$ cat config.mk
export PLATFORM = sky130hd
export DESIGN_NAME = acbq_seq
export DESIGN_NICKNAME = d
export VERILOG_FILES = /design/src/acbq_pkg.sv /design/src/acbq_seq.sv
export VERILOG_INCLUDE_DIRS = /design/src /design/src/src
export SDC_FILE = /design/constraint.sdc
export NUM_CORES = 1
export LEC_CHECK = 0
export BUFFER_PORTS_ARGS = -buffer_cell sky130_fd_sc_hd__buf_2
export CAP_MARGIN = 20
export CORE_AREA = 5 5 42 44
export CTS_BUF_LIST = sky130_fd_sc_hd__clkbuf_4 sky130_fd_sc_hd__clkbuf_8 sky130_fd_sc_hd__clkbuf_16
export CTS_CLUSTER_DIAMETER = 200
export CTS_CLUSTER_SIZE = 16
export DETAILED_ROUTE_END_ITERATION = 12
export DIE_AREA = 0 0 47 49
export PLACE_DENSITY = 0.48
export REMOVE_ABC_BUFFERS = 1
export SYNTH_ARGS = -nofsm -noshare
export SYNTH_HDL_FRONTEND = slang
export SYNTH_SLANG_ARGS = --single-unit
$ cat constraint.sdc
create_clock -name clk -period 3.95 [get_ports clk]
set_clock_uncertainty 0.2 [all_clocks]
set_input_delay 1.185 -clock clk [delete_from_list [all_inputs] [get_ports clk]]
set_output_delay 1.185 -clock clk [all_outputs]
set_load 0.02 [all_outputs]
$ cat src/assert_macros.svh
// Assertion macros shared by the calibrate-and-filter RTL
`ifndef ASSERT_MACROS_SVH
`define ASSERT_MACROS_SVH

`ifndef SYNTHESIS

// Check a property on every rising edge outside reset
`define ACBQ_ASSERT(lbl, clk, rst_n, prop, msg) \
	lbl: assert property (@(posedge clk) disable iff (!rst_n) prop) else $error(msg);

// Check that a condition is followed in the next cycle by another
`define ACBQ_ASSERT_NEXT(lbl, clk, rst_n, ante, cons, msg) \
	lbl: assert property (@(posedge clk) disable iff (!rst_n) (ante) |=> (cons)) else $error(msg);

`else

`define ACBQ_ASSERT(lbl, clk, rst_n, prop, msg)
`define ACBQ_ASSERT_NEXT(lbl, clk, rst_n, ante, cons, msg)

`endif

`endif

$ cat src/acbq_pkg.sv
// Shared types, constants and gain table of the calibrate-and-filter block
`timescale 1ns / 1ps

package acbq_pkg;

	localparam int SAMPLE_W   = 16;
	localparam int NUM_AXES   = 3;
	localparam int DATA_W     = 32;
	localparam int COEF_W     = 18;
	localparam int OFFS_W     = 24;
	localparam int GAIN_W     = 22;
	localparam int CFG_IDX_W  = 3;
	localparam int CFG_DATA_W = 24;

	localparam int CAL_SHIFT = 10;
	localparam int ACC_SHIFT = 20;
	localparam int FB_SHIFT  = 4;

	// Multiplier operand and product widths
	localparam int MUL_A_W = GAIN_W;
	localparam int MUL_B_W = DATA_W;
	localparam int PROD_W  = MUL_A_W + MUL_B_W;

	// Calibration sum: three gain by sample products
	localparam int CACC_W  = GAIN_W + SAMPLE_W + 2;
	localparam int CALSH_W = CACC_W - CAL_SHIFT;
	localparam int CAL_W   = (CALSH_W + 1 > DATA_W + 1) ? CALSH_W + 1 : DATA_W + 1;

	// Filter sum: five products, feedback terms scaled up
	localparam int ACC_W   = PROD_W + FB_SHIFT;
	localparam int ACCSH_W = ACC_W - ACC_SHIFT;

	localparam logic signed [DATA_W-1:0] DATA_MAX = {1'b0, {(DATA_W-1){1'b1}}};
	localparam logic signed [DATA_W-1:0] DATA_MIN = {1'b1, {(DATA_W-1){1'b0}}};

	// Fixed gain matrix, signed Q1.20, one row per output axis
	localparam logic signed [GAIN_W-1:0] GAIN [NUM_AXES][NUM_AXES] = '{
		'{ 22'sd1089766,   22'sd7498,    22'sd8650    },
		'{ -22'sd76995,    22'sd1030582, 22'sd25262   },
		'{ -22'sd110103,   -22'sd15026,  22'sd1060116 }
	};

	// Register reset values
	localparam logic signed [COEF_W-1:0] COEF_RST   = 18'sd13107;
	localparam logic signed [OFFS_W-1:0] OFFS_X_RST = 24'sd2323;
	localparam logic signed [OFFS_W-1:0] OFFS_Y_RST = 24'sd18591;
	localparam logic signed [OFFS_W-1:0] OFFS_Z_RST = -24'sd5486;

	typedef enum logic [CFG_IDX_W-1:0] {
		REG_B0,
		REG_B1,
		REG_B2,
		REG_A1,
		REG_A2,
		REG_OFF_X,
		REG_OFF_Y,
		REG_OFF_Z
	} reg_idx_t;

	// Sequencer steps; each G, B and A step names the product issued in that cycle
	typedef enum logic [3:0] {
		ST_G0,
		ST_G1,
		ST_G2,
		ST_B1,
		ST_B2,
		ST_A1,
		ST_A2,
		ST_B0,
		ST_LAST,
		ST_OUT
	} step_t;

	typedef struct packed {
		logic signed [SAMPLE_W-1:0] raw_x;
		logic signed [SAMPLE_W-1:0] raw_y;
		logic signed [SAMPLE_W-1:0] raw_z;
	} in_t;

	typedef struct packed {
		logic signed [DATA_W-1:0] filtered_x;
		logic signed [DATA_W-1:0] filtered_y;
		logic signed [DATA_W-1:0] filtered_z;
	} out_t;

	typedef struct packed {
		logic signed [COEF_W-1:0] b0;
		logic signed [COEF_W-1:0] b1;
		logic signed [COEF_W-1:0] b2;
		logic signed [COEF_W-1:0] a1;
		logic signed [COEF_W-1:0] a2;
	} coef_t;

	typedef struct packed {
		logic  run;
		step_t step;
		logic  done;
	} ctl_t;

endpackage

$ cat src/acbq_seq.sv
// Step sequencer shared by the three axis lanes
`timescale 1ns / 1ps
`include "assert_macros.svh"

module acbq_seq import acbq_pkg::*; (
	input  logic clk,
	input  logic arst_n,
	input  logic in_fire,
	input  logic out_free,
	output ctl_t ctl
);

	logic  run_q;
	step_t step_q;
	step_t step_next;

	// Walk the schedule in order
	always_comb begin
		case (step_q)
			ST_G0:   step_next = ST_G1;
			ST_G1:   step_next = ST_G2;
			ST_G2:   step_next = ST_B1;
			ST_B1:   step_next = ST_B2;
			ST_B2:   step_next = ST_A1;
			ST_A1:   step_next = ST_A2;
			ST_A2:   step_next = ST_B0;
			ST_B0:   step_next = ST_LAST;
			ST_LAST: step_next = ST_OUT;
			default: step_next = ST_G0;
		endcase
	end

	// Start on a transaction, hold on the final step until the result slot frees
	always_ff @(posedge clk or negedge arst_n) begin
		if (!arst_n) begin
			run_q  <= 1'b0;
			step_q <= ST_G0;
		end else if (in_fire) begin
			run_q  <= 1'b1;
			step_q <= ST_G0;
		end else if (run_q) begin
			if (step_q == ST_OUT) begin
				if (out_free) begin
					run_q  <= 1'b0;
					step_q <= ST_G0;
				end
			end else begin
				step_q <= step_next;
			end
		end
	end

	assign ctl.run  = run_q;
	assign ctl.step = step_q;
	assign ctl.done = run_q && (step_q == ST_OUT) && out_free;

	`ACBQ_ASSERT_NEXT(a_start, clk, arst_n, in_fire, ctl.run && ctl.step == ST_G0, "sample did not start the schedule")
	`ACBQ_ASSERT_NEXT(a_no_early_exit, clk, arst_n, ctl.run && ctl.step != ST_OUT, ctl.run, "schedule left before the final step")
	`ACBQ_ASSERT_NEXT(a_done_idle, clk, arst_n, ctl.done, !ctl.run, "lanes still running after handing on the result")
	`ACBQ_ASSERT(a_idle_step, clk, arst_n, !ctl.run |-> ctl.step == ST_G0, "idle sequencer not parked at the first step")

endmodule

==> results.json <==
{
  "grt.busiest_layer": "met2",
  "hold_depth": 1,
  "syn_to_final_growth_pct": 25.2,
  "use_met1": 0.0780,
  "ir_drop_mv": 0.152,
  "cap_violations": 0,
  "r2r_end": "step_q[0]$_DFFE_PN0P_",
  "grt_first_pass_wirelength_um": 1070,
  "reg2reg_slack_ps": 2420,
  "ff2ff_path_depth": 4,
  "grt_usage": 0.0629,
  "first_global_vias": 284,
  "slew_viol_final": 0,
  "h-tree-depth": 1,
  "rsz0062_at_grt": "no",
  "drive_above_1_share": 0.326,
  "hold_viol_final": 0,
  "clock_sinks": 5,
  "ant_nets": 0,
  "period_needed_ps": 2980,
  "post_cts_buffers": 0,
  "cp.arrival_ps": 1600,
  "drc_errors": 0,
  "hold_path.class": "flip-flop to flip-flop",
  "synthArstFlopShare": 1.00,
  "cp.required_ps": 2560,
  "grt_max_degree": 11,
  "grtUsageMet3": 0.0111,
  "ys_ff_latch": 5,
  "synth_edf_count": 0,
  "hold_path_end": "step_q[1]$_DFFE_PN0P_",
  "viasPerCell": 4.37,
  "rows": 14,
  "finish.utilization": 0.311,
  "wl_per_cell_um": 10.2,
  "drtIter0Drc": 3,
  "vias": 271,
  "drt_wl_total_um": 633,
  "critPathKind": "input pin to output pin",
  "synth_cells": 34,
  "clock_path_buffers": 2,
  "status": "completed",
  "antenna_cells": 0,
  "setup_viol": 0,
  "io_buffer_count": 9,
  "syn_area_um2": 348,
  "clkTransAtPathRegs_ps": 40,
  "setup_tns_ps": 0,
  "yosysWarnings": 0,
  "core-area_um2": 1400,
  "startpoint_type": "input pin",
  "grt.overflow.total": 0,
  "crit_start": "out_free",
  "netlist-cell-type-count": 22,
  "fillers": 161,
  "synth_flop_cell": "dfrtp_1",
  "grt_antenna_before_repair": 0,
  "end_kind": "output pin",
  "ios": 10,
  "drtPass1Iterations": 2,
  "worst_pin_slew_ps": 250,
  "synth_seq_area_share": 0.360,
  "slew-limit-headroom": 0.833,
  "dp_hpwl_um": 528,
  "cts-buffers-inserted": 3,
  "root_buffer": "clkbuf_4",
  "fmax_mhz": 335,
  "path_max_fanout": 4,
  "cts.repair.resized": 0,
  "rr_startpoint": "step_q[0]$_DFFE_PN0P_",
  "worstHoldStart": "step_q[1]$_DFFE_PN0P_",
  "finalCritPeriodShare": 0.755,
  "dieArea_um2": 2300,
  "die_width_um": 47,
  "power_density_nw_per_um2": 325,
  "clkLatencyLatePin_ps": 230,
  "tritoncts": "built",
  "die_h_um": 49,
  "start_util": 0.248,
  "holdBufCountCts": 0,
  "fin_nets": 55,
  "gr-usage-met2": 0.0950,
  "gp_congestion": 0.640,
  "power_leakage_uw": 0.000214,
  "avgSynthCellArea_um2": 10.2
}
## flip-flops by register name, indices dropped and copies added, names as in the netlist
signal / cells
step_q: 4
run_q: 1
## cell families after synthesis
family                     Yosys count  share of synthesized area
adders and majority gates            4                      0.144
DFF                                  5                      0.360
and+or+nand+nor                     11                      0.230
AOI/OAI and AO/OA                    9                      0.201
buffers and inverters                5                     0.0647
## through the flow
step                worst slack [ps]  power, uW  cells  instance area (um^2)  hold slack, ps
finish                           968        142     62                   435             367
global route                     946        153     62                   435             404
CTS                              963        146     62                   435             377
detailed placement               963       80.7     58                   405             368
global placement                 972       81.0     58                   405             372
floorplan                       1130       71.9     33                   340             472
## worst max-delay path by stage
stage | end | slack [ps]
after global routing | ctl[0] | 950
after floorplan | ctl[0] | 1130
after detailed placement | ctl[0] | 960
after global placement | ctl[0] | 970
final | ctl[0] | 970
after CTS | ctl[0] | 960
## cells in the mapped netlist, types with 2 or more instances
cell type | instances | area, um^2
ha_1 | 4 | 50.1
nand2b_1 | 2 | 12.5
inv_1 | 4 | 15.0
dfrtp_1 | 5 | 125
o2bb2ai_1 | 2 | 17.5
## area by class of cell
class                      count  area [um^2]  area share
timing repair buffer           9         45.0       0.103
sequential                     5          125       0.287
inverter                       4         15.0      0.0345
clock buffer                   4         30.0      0.0690
tap                           16         20.0      0.0460
multi-input combinational     24          200       0.460
## layout by cell type, fill, tap and decap left out, drive strengths merged
cell     count
and3         1
clkbuf       4
nor2         1
a21oi        2
and4bb       1
a31oi        1
nand2        1
ha           4
inv          4
and3b        1
dfrtp        5
nand2b       2
a21o         1
o2bb2ai      2
a32o         1
o21ai        1
o221ai       1
buf          9
nand4bb      1
and2b        1
nand3b       1
nor2b        1
## critical path, cell delays in order
cell and delay, ps:
buf_2 110, and3_1 150, buf_2 150
## power by group
group	leakage [uW]	total (uW)	switching, uW	internal, uW
sequential	0.0000621	58.1	3.95	54.1
clock	0.0000184	62.3	17.5	44.8
combinational	0.000133	21.3	11.9	9.39
## layer usage
layer,vias to the layer above,share of wire
met4,0,0
li1,146,-
met2,3,0.54
met1,122,0.45
met5,-,0
met3,0,0.013
(Power assumes the default switching activity.)
