`src/assert_macros.svh`:
```
// Assertion macros shared by the calibrate-and-filter RTL
`ifndef ASSERT_MACROS_SVH
`define ASSERT_MACROS_SVH

`ifndef SYNTHESIS

// Check a property on every rising edge outside reset
`define ACBQ_ASSERT(lbl, clk, rst_n, prop, msg) \
	lbl: assert property (@(posedge clk) disable iff (!rst_n) prop) else $error(msg);

// Check that a condition is followed in the next cycle by another
`define ACBQ_ASSERT_NEXT(lbl, clk, rst_n, ante, cons, msg) \
	lbl: assert property (@(posedge clk) disable iff (!rst_n) (ante) |=> (cons)) else $error(msg);

`else

`define ACBQ_ASSERT(lbl, clk, rst_n, prop, msg)
`define ACBQ_ASSERT_NEXT(lbl, clk, rst_n, ante, cons, msg)

`endif

`endif

```
`src/acbq_pkg.sv`:
```
// Shared types, constants and gain table of the calibrate-and-filter block
`timescale 1ns / 1ps

package acbq_pkg;

	localparam int SAMPLE_W   = 16;
	localparam int NUM_AXES   = 3;
	localparam int DATA_W     = 32;
	localparam int COEF_W     = 18;
	localparam int OFFS_W     = 24;
	localparam int GAIN_W     = 22;
	localparam int CFG_IDX_W  = 3;
	localparam int CFG_DATA_W = 24;

	localparam int CAL_SHIFT = 10;
	localparam int ACC_SHIFT = 20;
	localparam int FB_SHIFT  = 4;

	// Multiplier operand and product widths
	localparam int MUL_A_W = GAIN_W;
	localparam int MUL_B_W = DATA_W;
	localparam int PROD_W  = MUL_A_W + MUL_B_W;

	// Calibration sum: three gain by sample products
	localparam int CACC_W  = GAIN_W + SAMPLE_W + 2;
	localparam int CALSH_W = CACC_W - CAL_SHIFT;
	localparam int CAL_W   = (CALSH_W + 1 > DATA_W + 1) ? CALSH_W + 1 : DATA_W + 1;

	// Filter sum: five products, feedback terms scaled up
	localparam int ACC_W   = PROD_W + FB_SHIFT;
	localparam int ACCSH_W = ACC_W - ACC_SHIFT;

	localparam logic signed [DATA_W-1:0] DATA_MAX = {1'b0, {(DATA_W-1){1'b1}}};
	localparam logic signed [DATA_W-1:0] DATA_MIN = {1'b1, {(DATA_W-1){1'b0}}};

	// Fixed gain matrix, signed Q1.20, one row per output axis
	localparam logic signed [GAIN_W-1:0] GAIN [NUM_AXES][NUM_AXES] = '{
		'{ 22'sd1089766,   22'sd7498,    22'sd8650    },
		'{ -22'sd76995,    22'sd1030582, 22'sd25262   },
		'{ -22'sd110103,   -22'sd15026,  22'sd1060116 }
	};

	// Register reset values
	localparam logic signed [COEF_W-1:0] COEF_RST   = 18'sd13107;
	localparam logic signed [OFFS_W-1:0] OFFS_X_RST = 24'sd2323;
	localparam logic signed [OFFS_W-1:0] OFFS_Y_RST = 24'sd18591;
	localparam logic signed [OFFS_W-1:0] OFFS_Z_RST = -24'sd5486;

	typedef enum logic [CFG_IDX_W-1:0] {
		REG_B0,
		REG_B1,
		REG_B2,
		REG_A1,
		REG_A2,
		REG_OFF_X,
		REG_OFF_Y,
		REG_OFF_Z
	} reg_idx_t;

	// Sequencer steps; each G, B and A step names the product issued in that cycle
	typedef enum logic [3:0] {
		ST_G0,
		ST_G1,
		ST_G2,
		ST_B1,
		ST_B2,
		ST_A1,
		ST_A2,
		ST_B0,
		ST_LAST,
		ST_OUT
	} step_t;

	typedef struct packed {
		logic signed [SAMPLE_W-1:0] raw_x;
		logic signed [SAMPLE_W-1:0] raw_y;
		logic signed [SAMPLE_W-1:0] raw_z;
	} in_t;

	typedef struct packed {
		logic signed [DATA_W-1:0] filtered_x;
		logic signed [DATA_W-1:0] filtered_y;
		logic signed [DATA_W-1:0] filtered_z;
	} out_t;

	typedef struct packed {
		logic signed [COEF_W-1:0] b0;
		logic signed [COEF_W-1:0] b1;
		logic signed [COEF_W-1:0] b2;
		logic signed [COEF_W-1:0] a1;
		logic signed [COEF_W-1:0] a2;
	} coef_t;

	typedef struct packed {
		logic  run;
		step_t step;
		logic  done;
	} ctl_t;

endpackage

```
`src/acbq_merge.sv`:
```
// Result stage: gathers the lane outputs into one registered result
`timescale 1ns / 1ps

module acbq_merge import acbq_pkg::*; (
	input  logic                     clk,
	input  logic                     arst_n,
	input  logic                     done,
	input  logic signed [DATA_W-1:0] lane_y [NUM_AXES],
	input  logic                     out_ready,
	output logic                     out_valid,
	output out_t                     out_data,
	output logic                     out_free
);

	logic valid_q;
	out_t data_q;

	assign out_free = !valid_q || out_ready;

	// Hold the result until the transaction completes
	always_ff @(posedge clk or negedge arst_n) begin
		if (!arst_n) begin
			valid_q <= 1'b0;
		end else if (done) begin
			valid_q <= 1'b1;
		end else if (out_ready) begin
			valid_q <= 1'b0;
		end
	end

	// Load the three axes together
	always_ff @(posedge clk) begin
		if (done) begin
			data_q.filtered_x <= lane_y[0];
			data_q.filtered_y <= lane_y[1];
			data_q.filtered_z <= lane_y[2];
		end
	end

	assign out_valid = valid_q;
	assign out_data  = data_q;

endmodule

```
`config.mk`:
```
export PLATFORM = sky130hd
export DESIGN_NAME = acbq_merge
export DESIGN_NICKNAME = d
export VERILOG_FILES = /design/src/assert_macros.svh /design/src/acbq_pkg.sv /design/src/acbq_merge.sv
export SDC_FILE = /design/constraint.sdc
export NUM_CORES = 1
export LEC_CHECK = 0
export BUFFER_PORTS_ARGS = -buffer_cell sky130_fd_sc_hd__buf_2
export CAP_MARGIN = 5
export CORE_ASPECT_RATIO = 1.75
export CORE_UTILIZATION = 37
export DETAILED_ROUTE_END_ITERATION = 8
export HOLD_SLACK_MARGIN = 0.06
export PLACE_DENSITY = 0.77
export SYNTH_ARGS = -nofsm -noshare
export SYNTH_HDL_FRONTEND = slang
export SYNTH_SLANG_ARGS = --single-unit
```
`constraint.sdc`:
```
create_clock -name clk -period 0.8 [get_ports clk]
set_input_delay 0.04 -clock clk [delete_from_list [all_inputs] [get_ports clk]]
set_output_delay 0.04 -clock clk [all_outputs]
set_load 0.01 [all_outputs]
```
==> qor.yml, run 1 <==
run_status:
  status: "finished, violations left"
  violations: "negative setup slack"
final_layout:
  final_util_pct: 70.39
  nNetsFinal: 511
  diodes: 0
  syn2layout_area_growth_pct: 83.05
  finalNonFillerCells: 503
  drive_above_1_share_pct: 52.53
  nFillCells: 483
power_and_ir_drop:
  peakVddDrop_mv: 1.583
  power.leakage_nw: 2.325
  total_power_mw: 11.50
  p_per_area_nw_per_um2: 2143
critical_path:
  crit_required_ns: 0.76
  path_max_fanout: 2
  reg2reg_setup_slack_ns: -0.05
  critPathArrivalTime_ns: 0.93
  path_cells: "nand2b_4 > buf_6"
  critical-path-top-delay-family: "flip-flops"
  cp.buffers_inverters: 1
  cpPeakStageDelay_ns: 0.41
  cp_slowest_cell: "dfrtp_1"
  cp-end-kind: "output pin"
  crit_path_start_kind: "flip-flop"
  worstSetupPathType: "reg2out"
floorplan:
  fp-row-count: 42
  core_sq_um: 7620
  fp.dieW_um: 69.27
  die-area_sq_um: 8293
  io_pins: 198
  die-height_um: 119.7
  start_util_pct: 38.46
global_routing:
  first_global_vias: 2371
  met1_usage_pct: 18.07
  top_usage_layer: "met2"
  grt_max_degree: 45
  grt_usage_pct: 18.81
  grt_pass1_wl_um: 11390
  grt_overflow: 0
  antenna_found_initial: 0
  grt_use_met3_pct: 6.885
  grt_use_met2_pct: 33.86
routing:
  dr.pass1.iters: 6
  drt_iter0_drc: 80
  wl_um: 7754
  vias: 2192
  via_per_inst: 4.358
  ant_nets: 0
  wl_per_cell_um: 15.42
  drc: 0
sta:
  hold_viol: 0
  skew_ns: 0
  post-route-period-util_pct: 120.8
  timing.final.max_slew_violations: 0
  maxClockFrequency_ghz: 1.035
  worstMarginPinSlew_ns: 0.2317
  rsz0062_at_grt: "yes"
  min_period_ns: 0.9663
  setup-violations-final: 99
  timing.slew.headroom_pct: 84.55
  worst_slack_ns: -0.1663
placed_design:
  placed_cells: 388
  dp_slack_ns: 0.03792
  routabilityCongestion: 0.7551
  dp_hpwl_um: 4670
  io_buffer_count: 197
clock_network:
  clkTransAtPathRegs_ns: 0.06
  insertion_delay_ns: 0.32
  cts_buffers: 9
  root_buffer: "clkbuf_16"
  clkSinkCount: 97
  cts-htree-levels: 3
  cts_max_path_buffers: 2
  cts_tree: "built"
yosys:
  yosys-top-cells-count: "edfxtp_1, dfrtp_1, nand2b_2, nand2b_4"
  yosys.area.top_type: "edfxtp_1"
  synth_fp_nets: 199
  yosysMostFrequentCell: "edfxtp_1"
  yosys_warnings: 0
  synth.area.top_cells: "edfxtp_1, dfrtp_1, nand2b_4"
  syn-instance-count: 99
  synth-edff-count: 96
  ys_types: 4
  yosysSeqAreaShare_pct: 99.23
  synth-main-ff-cell: "edfxtp_1"
  yosys_register_bits: 97
  syn_avg_cell_area_sq_um: 29.60
  synth_async_sr_flop_share_pct: 1.031
  synth_top_area_share_pct: 98.38
  synth_area_sq_um: 2930
run:
  drv_cap: 0
worst_hold_path:
  min-delay-path-class: "in2reg"
## layer usage
metal	up-vias	wire length (um)
li1	1021	-
met1	1048	2570
met2	105	4502
met3	18	474
met4	0	207
met5	-	0
## cell usage in the layout (no fill, tap or decap)
cell / instances
buf_2: 195
buf_6: 1
bufinv_16: 1
buf_12: 2
clkbuf_16: 9
dlygate4sd3_1: 98
edfxtp_1: 96
dfrtp_1: 1
nand2b_2: 1
clkbuf_1: 2
clkinv_2: 3
buf_4: 5
nand2b_4: 1
## state kept, by name (all words and copies together), names as in the netlist
signal / flops
out_data: 96
out_valid: 1
## power by group
part           internal (mW)  total [mW]  switching [mW]
Clock                   2.39        3.97            1.59
Combinational          0.779        1.39           0.612
Sequential              6.03        6.13          0.0985
Total                   9.20        11.5            2.30
## final timing paths
check / to / cells past startpoint / start
worst min-delay path: out_data[92] / 2 / done
worst max register to register: out_valid / 4 / out_valid
worst max-delay path: out_free / 2 / out_valid
max in group asynchronous: out_valid / 3 / arst_n
min in group asynchronous: out_valid / 3 / arst_n
worst min register to register: out_valid / 4 / out_valid
## kinds of logic (layout without fill, tap and decap cells)
| group | count (synthesis) | count (layout) | share of synthesized area, % |
|---|---|---|---|
| buf+inv | 0 | 316 | 0 |
| simple gates | 2 | 2 | 0.7685 |
| flops | 97 | 97 | 99.23 |
## through the flow
| step | setup TNS, ns | cell area [sq um] | hold WS, ns |
|---|---|---|---|
| 4_1_cts | -9.115 | 5356 | 0.05323 |
| 3_5_place_dp | 0 | 4084 | -0.1831 |
| 5_1_grt | -11.31 | 5364 | 0.1178 |
| 3_3_place_gp | 0 | 4084 | -0.1832 |
| 6_report | -7.358 | 5364 | 0.1188 |
| 2_1_floorplan | 0 | 2930 | -0.2556 |
## what timing repair did
item | 4_1_cts | 5_1_grt
setup buffers | 1 | 1
hold buffers | 98 | 0
endpoints found under the hold margin | 98 | 0
gates resized for setup | 1 | 0
gates cloned | 0 | 0
endpoints found under the setup margin | 98 | 98
## area by class of cell
type                            instances  area (sq um)  share of cell area [%]
Tap cell                               88         110.1                   2.053
Timing Repair Buffer                  301          2046                   38.14
Sequential cell                        97          2908                   54.21
Multi-Input combinational cell          2         22.52                  0.4199
Clock buffer                           11         232.7                   4.339
Clock inverter                          4         45.04                  0.8397
No activity file was read; power rests on OpenSTA's default activity.
==> run 2, diff against run 1 <==
BUFFER_PORTS_ARGS = default   (was -buffer_cell sky130_fd_sc_hd__buf_2)
CORE_UTILIZATION = 42   (was 37)
DONT_BUFFER_PORTS = 1   (was default)
PLACE_DENSITY = 0.61   (was 0.77)
==> run 2 against run 1 <==
Effect of this change:
- the flow finishes with violations (negative hold slack, negative setup slack)
- design area shrank 19%
- sequential power grew 5.1%
- clock-buffer cell count shrank 1
- utilization shrank 5.0 points
- first-iteration DRC count grew 64%
- hold slack lost 0.30 ns
- via count shrank 34%
- die area shrank 12%
- maximum frequency grew 5.7%
- combinational power shrank 70%
- critical path type unchanged
- largest power group unchanged
==> qor.yml, run 2 (synthesized netlist as in run 1, its figures left out) <==
clock_network:
  cts_tree: "built"
  cts_max_path_buffers: 2
  hold_buffers: 98
  insertion_delay_ns: 0.33
  root_buffer: "clkbuf_16"
  clkTransAtPathRegs_ns: 0.06
  clkSinkCount: 97
  cts_buffers: 9
  cts_setup_buffers: 0
  cts-htree-levels: 3
critical_path:
  cp-end-kind: "output pin"
  path_max_fanout: 2
  reg2reg_setup_slack_ns: 0.12
  cpPeakStageDelay_ns: 0.41
  cp.buffers_inverters: 1
  worstSetupPathType: "reg2out"
  r2r-end: "out_valid"
  critPathArrivalTime_ns: 0.87
  crit_required_ns: 0.76
  r2r-start: "out_valid"
  reg2reg_depth: 2
  cp_slowest_cell: "dfrtp_1"
  crit_path_start_kind: "flip-flop"
  critical-path-top-delay-family: "flip-flops"
  path_cells: "buf_6"
final_layout:
  diodes: 0
  seq_area_sq_um: 2908
  final_cell_mix: "dlygate4sd3_1, edfxtp_1, clkbuf_16"
  multi_input_area_sq_um: 22.52
  nNetsFinal: 309
  largest_reg_flops: 96
  drive_above_1_share_pct: 8.411
  nFillCells: 461
  syn2layout_area_growth_pct: 47.99
  final_util_pct: 65.35
  mostFrequentLayoutCell: "dlygate4sd3_1"
sta:
  post-route-period-util_pct: 114.3
  maxClockFrequency_ghz: 1.094
  worstMarginPinSlew_ns: 0.1787
  rsz0062_at_grt: "yes"
  hold_viol: 97
  finalHoldWorstSlack_ns: -0.1778
  setup-violations-final: 54
  setup_tns_ns: -0.5913
  worst_slack_ns: -0.1140
  timing.slew.headroom_pct: 88.11
  timing.final.max_slew_violations: 0
  skew_ns: 0
  min_period_ns: 0.9140
run_status:
  status: "finished, violations left"
  violations: "negative hold slack, negative setup slack"
global_routing:
  grt_overflow: 0
  grt_usage_pct: 17.33
  grt_pass1_wl_um: 8625
  grt_max_degree: 98
  antenna_found_initial: 0
  first_global_vias: 1527
floorplan:
  fp.dieW_um: 65.14
  io_pins: 198
  die-height_um: 112.5
  core_sq_um: 6636
  die-area_sq_um: 7328
  fp-row-count: 39
  start_util_pct: 44.16
worst_hold_path:
  min_to: "out_data[94]"
  min_path_cells: 0
  min-delay-path-class: "in2reg"
  min_from: "done"
routing:
  ant_nets: 0
  wl_met2_um: 3549
  drc: 0
  via_per_inst: 4.872
  dr.pass1.iters: 4
  met3_length_um: 472
  vias: 1442
  route.top_layer_used: "met4"
  wl_um: 6342
  drt_iter0_drc: 131
  drt-met1-wl_um: 2136
  wl_per_cell_um: 21.43
placed_design:
  dp_slack_ns: 0.1406
  io_buffer_count: 0
  routabilityCongestion: 0.6436
run:
  drv_cap: 0
power_and_ir_drop:
  p_per_area_nw_per_um2: 2597
  peakVddDrop_mv: 1.706
  power.leakage_nw: 1.529
  total_power_mw: 11.26
run 2: power by group:
| group | total [mW] | internal, mW | switching [mW] |
|---|---|---|---|
| logic | 0.419 | 0.331 | 0.0882 |
| clock network | 4.40 | 2.72 | 1.68 |
| registers | 6.44 | 6.06 | 0.382 |
run 2: how the worst max path moves through the flow:
| stage | startpoint | endpoint | slack (ns) | cells after the start |
|---|---|---|---|---|
| 4_1_cts | out_valid | out_valid | -0.13 | 1 |
| 3_3_place_gp | out_valid | out_valid | 0.15 | 2 |
| 2_1_floorplan | out_valid | out_valid | 0.11 | 2 |
| 6_report | out_valid | out_valid | -0.11 | 1 |
| 3_5_place_dp | out_valid | out_valid | 0.14 | 2 |
| 5_1_grt | out_valid | out_valid | -0.14 | 1 |
run 2: layout make-up:
cell class	count	area share (%)
flip-flops and latches	97	67.05
repair buffers	99	22.88
clock inverters	6	1.904
well taps	82	2.366
multi-input cells	2	0.5193
clock buffers	10	5.280
run 2: per-stage QoR:
stage,cells,area (sq um)
after floorplan,99,2930
after global placement,182,3040
after detailed placement,182,3040
after CTS,296,4337
after global routing,296,4337
final,296,4337
run 2: timing repair:
item / in CTS / in global routing
resized for setup: 1 / 0
endpoints found under the hold margin: 194 / 97
setup endpoints to repair: 95 / 98
run 2: per-layer routing:
layer  up-vias  global-route usage (%)
met5         -                       0
met4         0                   9.855
met3        15                   6.301
met2       110                   30.35
met1       696                   17.06
li1        621                       -
