`src/assert_macros.svh`:
```
// Assertion macros shared by the calibrate-and-filter RTL
`ifndef ASSERT_MACROS_SVH
`define ASSERT_MACROS_SVH

`ifndef SYNTHESIS

// Check a property on every rising edge outside reset
`define ACBQ_ASSERT(lbl, clk, rst_n, prop, msg) \
	lbl: assert property (@(posedge clk) disable iff (!rst_n) prop) else $error(msg);

// Check that a condition is followed in the next cycle by another
`define ACBQ_ASSERT_NEXT(lbl, clk, rst_n, ante, cons, msg) \
	lbl: assert property (@(posedge clk) disable iff (!rst_n) (ante) |=> (cons)) else $error(msg);

`else

`define ACBQ_ASSERT(lbl, clk, rst_n, prop, msg)
`define ACBQ_ASSERT_NEXT(lbl, clk, rst_n, ante, cons, msg)

`endif

`endif

```
`src/acbq_pkg.sv`:
```
// Shared types, constants and gain table of the calibrate-and-filter block
`timescale 1ns / 1ps

package acbq_pkg;

	localparam int SAMPLE_W   = 16;
	localparam int NUM_AXES   = 3;
	localparam int DATA_W     = 32;
	localparam int COEF_W     = 18;
	localparam int OFFS_W     = 24;
	localparam int GAIN_W     = 22;
	localparam int CFG_IDX_W  = 3;
	localparam int CFG_DATA_W = 24;

	localparam int CAL_SHIFT = 10;
	localparam int ACC_SHIFT = 20;
	localparam int FB_SHIFT  = 4;

	// Multiplier operand and product widths
	localparam int MUL_A_W = GAIN_W;
	localparam int MUL_B_W = DATA_W;
	localparam int PROD_W  = MUL_A_W + MUL_B_W;

	// Calibration sum: three gain by sample products
	localparam int CACC_W  = GAIN_W + SAMPLE_W + 2;
	localparam int CALSH_W = CACC_W - CAL_SHIFT;
	localparam int CAL_W   = (CALSH_W + 1 > DATA_W + 1) ? CALSH_W + 1 : DATA_W + 1;

	// Filter sum: five products, feedback terms scaled up
	localparam int ACC_W   = PROD_W + FB_SHIFT;
	localparam int ACCSH_W = ACC_W - ACC_SHIFT;

	localparam logic signed [DATA_W-1:0] DATA_MAX = {1'b0, {(DATA_W-1){1'b1}}};
	localparam logic signed [DATA_W-1:0] DATA_MIN = {1'b1, {(DATA_W-1){1'b0}}};

	// Fixed gain matrix, signed Q1.20, one row per output axis
	localparam logic signed [GAIN_W-1:0] GAIN [NUM_AXES][NUM_AXES] = '{
		'{ 22'sd1089766,   22'sd7498,    22'sd8650    },
		'{ -22'sd76995,    22'sd1030582, 22'sd25262   },
		'{ -22'sd110103,   -22'sd15026,  22'sd1060116 }
	};

	// Register reset values
	localparam logic signed [COEF_W-1:0] COEF_RST   = 18'sd13107;
	localparam logic signed [OFFS_W-1:0] OFFS_X_RST = 24'sd2323;
	localparam logic signed [OFFS_W-1:0] OFFS_Y_RST = 24'sd18591;
	localparam logic signed [OFFS_W-1:0] OFFS_Z_RST = -24'sd5486;

	typedef enum logic [CFG_IDX_W-1:0] {
		REG_B0,
		REG_B1,
		REG_B2,
		REG_A1,
		REG_A2,
		REG_OFF_X,
		REG_OFF_Y,
		REG_OFF_Z
	} reg_idx_t;

	// Sequencer steps; each G, B and A step names the product issued in that cycle
	typedef enum logic [3:0] {
		ST_G0,
		ST_G1,
		ST_G2,
		ST_B1,
		ST_B2,
		ST_A1,
		ST_A2,
		ST_B0,
		ST_LAST,
		ST_OUT
	} step_t;

	typedef struct packed {
		logic signed [SAMPLE_W-1:0] raw_x;
		logic signed [SAMPLE_W-1:0] raw_y;
		logic signed [SAMPLE_W-1:0] raw_z;
	} in_t;

	typedef struct packed {
		logic signed [DATA_W-1:0] filtered_x;
		logic signed [DATA_W-1:0] filtered_y;
		logic signed [DATA_W-1:0] filtered_z;
	} out_t;

	typedef struct packed {
		logic signed [COEF_W-1:0] b0;
		logic signed [COEF_W-1:0] b1;
		logic signed [COEF_W-1:0] b2;
		logic signed [COEF_W-1:0] a1;
		logic signed [COEF_W-1:0] a2;
	} coef_t;

	typedef struct packed {
		logic  run;
		step_t step;
		logic  done;
	} ctl_t;

endpackage

```
`src/acbq_lane.sv`:
```
// One axis lane: calibration and biquad on a shared multiplier
`timescale 1ns / 1ps

module acbq_lane import acbq_pkg::*; (
	input  logic                     clk,
	input  logic                     arst_n,
	input  ctl_t                     ctl,
	input  logic [1:0]               axis,
	input  in_t                      raw,
	input  coef_t                    coef,
	input  logic signed [OFFS_W-1:0] offset,
	output logic signed [DATA_W-1:0] y
);

	localparam logic signed [CACC_W-1:0] CAL_HALF = CACC_W'(2 ** (CAL_SHIFT - 1));
	localparam logic signed [ACC_W-1:0]  ACC_HALF = ACC_W'(2 ** (ACC_SHIFT - 1));

	logic signed [MUL_A_W-1:0] mul_a;
	logic signed [MUL_B_W-1:0] mul_b;
	logic signed [PROD_W-1:0]  prod_q;
	logic signed [ACC_W-1:0]   prod_ext;
	logic signed [ACC_W-1:0]   prod_fb;
	logic signed [CACC_W-1:0]  cacc_q;
	logic signed [ACC_W-1:0]   acc_q;
	logic signed [CACC_W-1:0]  cal_rnd;
	logic signed [CALSH_W-1:0] cal_sh;
	logic signed [CAL_W-1:0]   cal_sum;
	logic [CAL_W-DATA_W:0]     cal_hi;
	logic signed [DATA_W-1:0]  cal_sat;
	logic signed [DATA_W-1:0]  cal_q;
	logic signed [ACC_W-1:0]   acc_rnd;
	logic signed [ACCSH_W-1:0] acc_sh;
	logic [ACCSH_W-DATA_W:0]   acc_hi;
	logic signed [DATA_W-1:0]  x1_q;
	logic signed [DATA_W-1:0]  x2_q;
	logic signed [DATA_W-1:0]  y1_q;
	logic signed [DATA_W-1:0]  y2_q;

	// Pick the multiplier operands for this step
	always_comb begin
		mul_a = '0;
		mul_b = '0;
		case (ctl.step)
			ST_G0: begin
				mul_a = GAIN[axis][0];
				mul_b = MUL_B_W'(raw.raw_x);
			end
			ST_G1: begin
				mul_a = GAIN[axis][1];
				mul_b = MUL_B_W'(raw.raw_y);
			end
			ST_G2: begin
				mul_a = GAIN[axis][2];
				mul_b = MUL_B_W'(raw.raw_z);
			end
			ST_B1: begin
				mul_a = MUL_A_W'(coef.b1);
				mul_b = x1_q;
			end
			ST_B2: begin
				mul_a = MUL_A_W'(coef.b2);
				mul_b = x2_q;
			end
			ST_A1: begin
				mul_a = MUL_A_W'(coef.a1);
				mul_b = y1_q;
			end
			ST_A2: begin
				mul_a = MUL_A_W'(coef.a2);
				mul_b = y2_q;
			end
			ST_B0: begin
				mul_a = MUL_A_W'(coef.b0);
				mul_b = cal_q;
			end
			default: begin
				mul_a = '0;
				mul_b = '0;
			end
		endcase
	end

	// Round the calibration sum to Q21.10, add the offset, saturate
	always_comb begin
		cal_rnd = cacc_q + CAL_HALF;
		cal_sh  = cal_rnd[CACC_W-1:CAL_SHIFT];
		cal_sum = CAL_W'(cal_sh) + CAL_W'(offset);
		cal_hi  = cal_sum[CAL_W-1:DATA_W-1];
		if (&cal_hi || ~|cal_hi) begin
			cal_sat = cal_sum[DATA_W-1:0];
		end else if (cal_sum[CAL_W-1]) begin
			cal_sat = DATA_MIN;
		end else begin
			cal_sat = DATA_MAX;
		end
	end

	// Round the filter sum to Q21.10 and saturate
	always_comb begin
		acc_rnd = acc_q + ACC_HALF;
		acc_sh  = acc_rnd[ACC_W-1:ACC_SHIFT];
		acc_hi  = acc_sh[ACCSH_W-1:DATA_W-1];
		if (&acc_hi || ~|acc_hi) begin
			y = acc_sh[DATA_W-1:0];
		end else if (acc_sh[ACCSH_W-1]) begin
			y = DATA_MIN;
		end else begin
			y = DATA_MAX;
		end
	end

	assign prod_ext = ACC_W'(prod_q);
	assign prod_fb  = prod_ext <<< FB_SHIFT;

	// Multiply, then accumulate the product issued in the previous step
	always_ff @(posedge clk) begin
		prod_q <= mul_a * mul_b;
		if (ctl.run) begin
			case (ctl.step)
				ST_G1: begin
					cacc_q <= CACC_W'(prod_q);
				end
				ST_G2, ST_B1: begin
					cacc_q <= cacc_q + CACC_W'(prod_q);
				end
				ST_B2: begin
					acc_q <= prod_ext;
					cal_q <= cal_sat;
				end
				ST_A1, ST_LAST: begin
					acc_q <= acc_q + prod_ext;
				end
				ST_A2, ST_B0: begin
					acc_q <= acc_q + prod_fb;
				end
				default: begin
				end
			endcase
		end
	end

	// Shift the histories once the result is handed on
	always_ff @(posedge clk or negedge arst_n) begin
		if (!arst_n) begin
			x1_q <= '0;
			x2_q <= '0;
			y1_q <= '0;
			y2_q <= '0;
		end else if (ctl.done) begin
			x2_q <= x1_q;
			x1_q <= cal_q;
			y2_q <= y1_q;
			y1_q <= y;
		end
	end

endmodule

```
`config.mk`:
```
export PLATFORM = sky130hd
export DESIGN_NAME = acbq_lane
export DESIGN_NICKNAME = d
export VERILOG_FILES = /design/src/assert_macros.svh /design/src/acbq_pkg.sv /design/src/acbq_lane.sv
export SDC_FILE = /design/constraint.sdc
export NUM_CORES = 2
export LEC_CHECK = 0
export BUFFER_PORTS_ARGS = -buffer_cell sky130_fd_sc_hd__buf_4
export CAP_MARGIN = 15
export CORE_UTILIZATION = 45
export DETAILED_ROUTE_END_ITERATION = 8
export HOLD_SLACK_MARGIN = 0.1
export PLACE_DENSITY = 0.61
export SLEW_MARGIN = 20
export SYNTH_ARGS = -nofsm -noshare
export SYNTH_HDL_FRONTEND = slang
export SYNTH_SLANG_ARGS = --single-unit
export TNS_END_PERCENT = 30
```
`constraint.sdc`:
```
create_clock -name clk -period 8.66 [get_ports clk]
set_clock_uncertainty 0.2 [all_clocks]
set_input_delay 1.299 -clock clk [delete_from_list [all_inputs] [get_ports clk]]
set_output_delay 1.299 -clock clk [all_outputs]
set_load 0.03 [all_outputs]
```
==> out/results.txt <==
unrepaired setup endpoints after global routing: yes
CP dominant cell by count: sky130_fd_sc_hd__fa_1
xor/xnor share of the synthesized area: 0.0492
area of the die: 107,000 µm²
net count after synthesis: 6,454
EDFF count, synth: 129
basic-gate share of the synthesized area counting and, or, nand and nor cells: 0.140
leakage power: 0.0281 µW
warnings from Yosys: 0
capturing element type of the critical path: flip-flop
main area contributors after synthesis: sky130_fd_sc_hd__fa_1, sky130_fd_sc_hd__ha_1, sky130_fd_sc_hd__edfxtp_1
average routed wire per standard cell: 22.2 µm
Final setup violation count: 23
Via Count: 40,335
number of cells produced by synthesis: 5,238
library cell with the highest instance count after synthesis: sky130_fd_sc_hd__inv_1
number of cells on the worst reg-to-reg path: 27
most numerous cell types in the synthesized netlist: sky130_fd_sc_hd__inv_1, sky130_fd_sc_hd__fa_1, sky130_fd_sc_hd__nand2_1, sky130_fd_sc_hd__nor2_1, sky130_fd_sc_hd__ha_1
synth unique cells: 86
final max-slew violation count: 0
Clk Latency, worst-skew pair: 0.59 ns
sum of net half-perimeters after detailed placement: 136,000 µm
FFs w/ async S/R, synth: 0.408
Max FO, Critical Path: 8
1st-pass router iterations: 5
Synth Register Bits: 309
maximum number of pins on one net before global-route repair: 70
delay contributed by the slowest stage of the critical path: 0.61 ns
required time worst endpoint: 8.96 ns
fraction of the yosys area taken by sequential cells: 0.171
worst min path class: flip-flop to flip-flop
Compound-Gate Fraction of Synth Area: 0.128
master cell of the clock root buffer: sky130_fd_sc_hd__clkbuf_16
clock tree from TritonCTS: done
Remaining DRCs: 0
Area Growth Syn to Fin: 21.2%
post-layout min period: 9.06 ns
Pwr Density: 311 nW/µm²
max capacitance violation total: 0
origin of the critical flop-to-flop path: cal_q[18]$_DFFE_PP_
clock net sink count: 309
Routability Congestion: 0.964
arrival time reported for the critical path endpoint: 9.37 ns
total of buffers placed on input and output ports: 203
count of cells along the worst hold path: 1
first-pass GRT wire length: 247,000 µm
number of antenna violations at the first check in global routing: 8
fraction of the core area covered by cells at the end of the flow: 0.553
final WL: 162,000 µm
setup slack on the worst flop-to-flop path: 0.68 ns
status: finished, violations left
main combinational cell family by area after synthesis: adder cells
VDD IR max: 0.306 mV
FF-to-FF End: prod_q[46]$_DFF_P_
Hold Crit Start: y2_q[11]$_DFFE_PN0P_
failing checks: negative setup slack
adder-cell share of the synthesized area: 0.386
GRT Residual Overflow: 0
pre-CTS worst setup slack: -1.42 ns
CP max stage cell: sky130_fd_sc_hd__fa_1
final antenna-violating net count: 0
floorplan die height: 327 µm
number of global-route vias before repair: 40,892
cts bufs inserted: 38
fraction of layout instances using a drive strength above 1: 0.207
Total Neg Setup Slack: -4.42 ns
final-report hold violation count: 0
net total in the final layout: 7,071
average footprint of a synthesized cell: 9.08 µm²
post-synthesis mux area share: 0.0418
Chip Width: 327 µm
Worst-path clk slew: 0.06 ns
number of vias per cell: 5.55
kind of start point of the critical path: input port
Max Clk Rate: 0.110 GHz
num ports: 204
cell accounting for the most synthesized area: sky130_fd_sc_hd__fa_1
buffer depth of the longest clock path: 3
Cell Count, Final, Fillers Out: 7,271
Worst Hold Slack: 0.307 ns
placed cell count: 7,144
top-area cell type share of the netlist area: 0.296
Global Route Usage Sum: 0.305
core outline area: 104,000 µm²
final worst setup slack: -0.404 ns
worst-margin pin slew: 1.03 ns
leading register cell type out of synthesis: sky130_fd_sc_hd__edfxtp_1
# rows: 118
cell area after synthesis: 47,500 µm²
max-slew headroom at the worst pin: 0.314
final period utilization: 1.05
number of levels in the clock H-tree: 2
Setup CP Type: input port to flip-flop
starting density of the core: 0.457
end of the worst hold path: y2_q[11]$_DFFE_PN0P_
drt first-iter violations: 3,340
[routing by layer]
metal  global-route usage  routed length [µm]  vias up
li1                     -                   -    18432
met1                0.415               67900    20046
met2                0.477               72500     1531
met3               0.0561               13200      320
met4                0.129                8090        6
met5                    0                  36        -
[state kept, by name, indices dropped and copies added (netlist names)]
signal and count:
x1_q 31, acc_q 58, y2_q 32, cal_q 31, cacc_q 40, x2_q 31, prod_q 54, y1_q 32
[area by class of cell]
| cell class | count | area [µm²] |
|---|---|---|
| Sequential cell | 309 | 8110 |
| Tap cell | 1380 | 1730 |
| Clock inverter | 23 | 274 |
| Clock buffer | 46 | 1020 |
| Fill cell | 9331 | 46500 |
| Timing Repair Buffer | 796 | 7050 |
| Inverter | 841 | 3170 |
| Antenna cell | 7 | 17.5 |
| Multi-Input combinational cell | 3869 | 36200 |
[logic make-up after synthesis]
logic type,Yosys count
flops,309
simple gates,1464
fa+ha+maj,1044
xor+xnor,267
compound gates,922
buf+inv,1060
mux,172
[placed cells by master (no fill, tap or decap), drive strengths merged, types with 21 or more instances in the layout]
cell type / n
nand4: 42
nor3: 38
a21o: 121
and2: 43
ha: 340
fa: 704
buf: 794
a22oi: 76
a21oi: 235
mux2i: 45
nor2: 386
xor2: 101
nor2b: 38
dfxtp: 54
nand3: 94
and3: 51
o21bai: 36
or2: 23
dfrtp: 126
and4: 28
mux2: 127
nand2: 622
o21ai: 211
a211oi: 21
clkbuf: 46
inv: 845
nand2b: 49
edfxtp: 129
a31oi: 27
xnor2: 166
o21a: 30
[worst max path at each step]
stage | end | start | cells after the start
6_report | prod_q[46]$_DFF_P_ | ctl[3] | 33
4_1_cts | prod_q[50]$_DFF_P_ | ctl[3] | 35
3_5_place_dp | prod_q[50]$_DFF_P_ | ctl[3] | 33
2_1_floorplan | prod_q[44]$_DFF_P_ | ctl[1] | 31
5_1_grt | prod_q[52]$_DFF_P_ | ctl[3] | 36
3_3_place_gp | prod_q[50]$_DFF_P_ | ctl[3] | 33
[power breakdown]
group,internal [µW],switching [µW]
clock,929,730
combinational,6350,7390
sequential,1950,548
[through the flow]
stage / instance area (µm²) / power (µW)
detailed placement: 55000 / 15300
global route: 57600 / 19400
finish: 57600 / 17900
CTS: 57300 / 17600
floorplan: 48000 / 10400
global placement: 55000 / 15300
[what timing repair did]
item                                    CTS  global route
resized for setup                       130            62
pin swaps                                61            71
endpoints found under the setup margin   29            32
buffers inserted                         38            13
hold buffers                              0             0
gates cloned                              4             0
[worst max-delay path: cells and delay by family]
| kind | cells | cell delay, ns |
|---|---|---|
| AO/OA/AOI/OAI | 7 | 1.58 |
| AND/OR/NAND/NOR | 7 | 1.44 |
| buffers and inverters | 10 | 1.13 |
| adder cells (fa/ha/maj) | 8 | 3.74 |
| XOR/XNOR | 1 | 0.15 |
(Power assumes the default switching activity.)
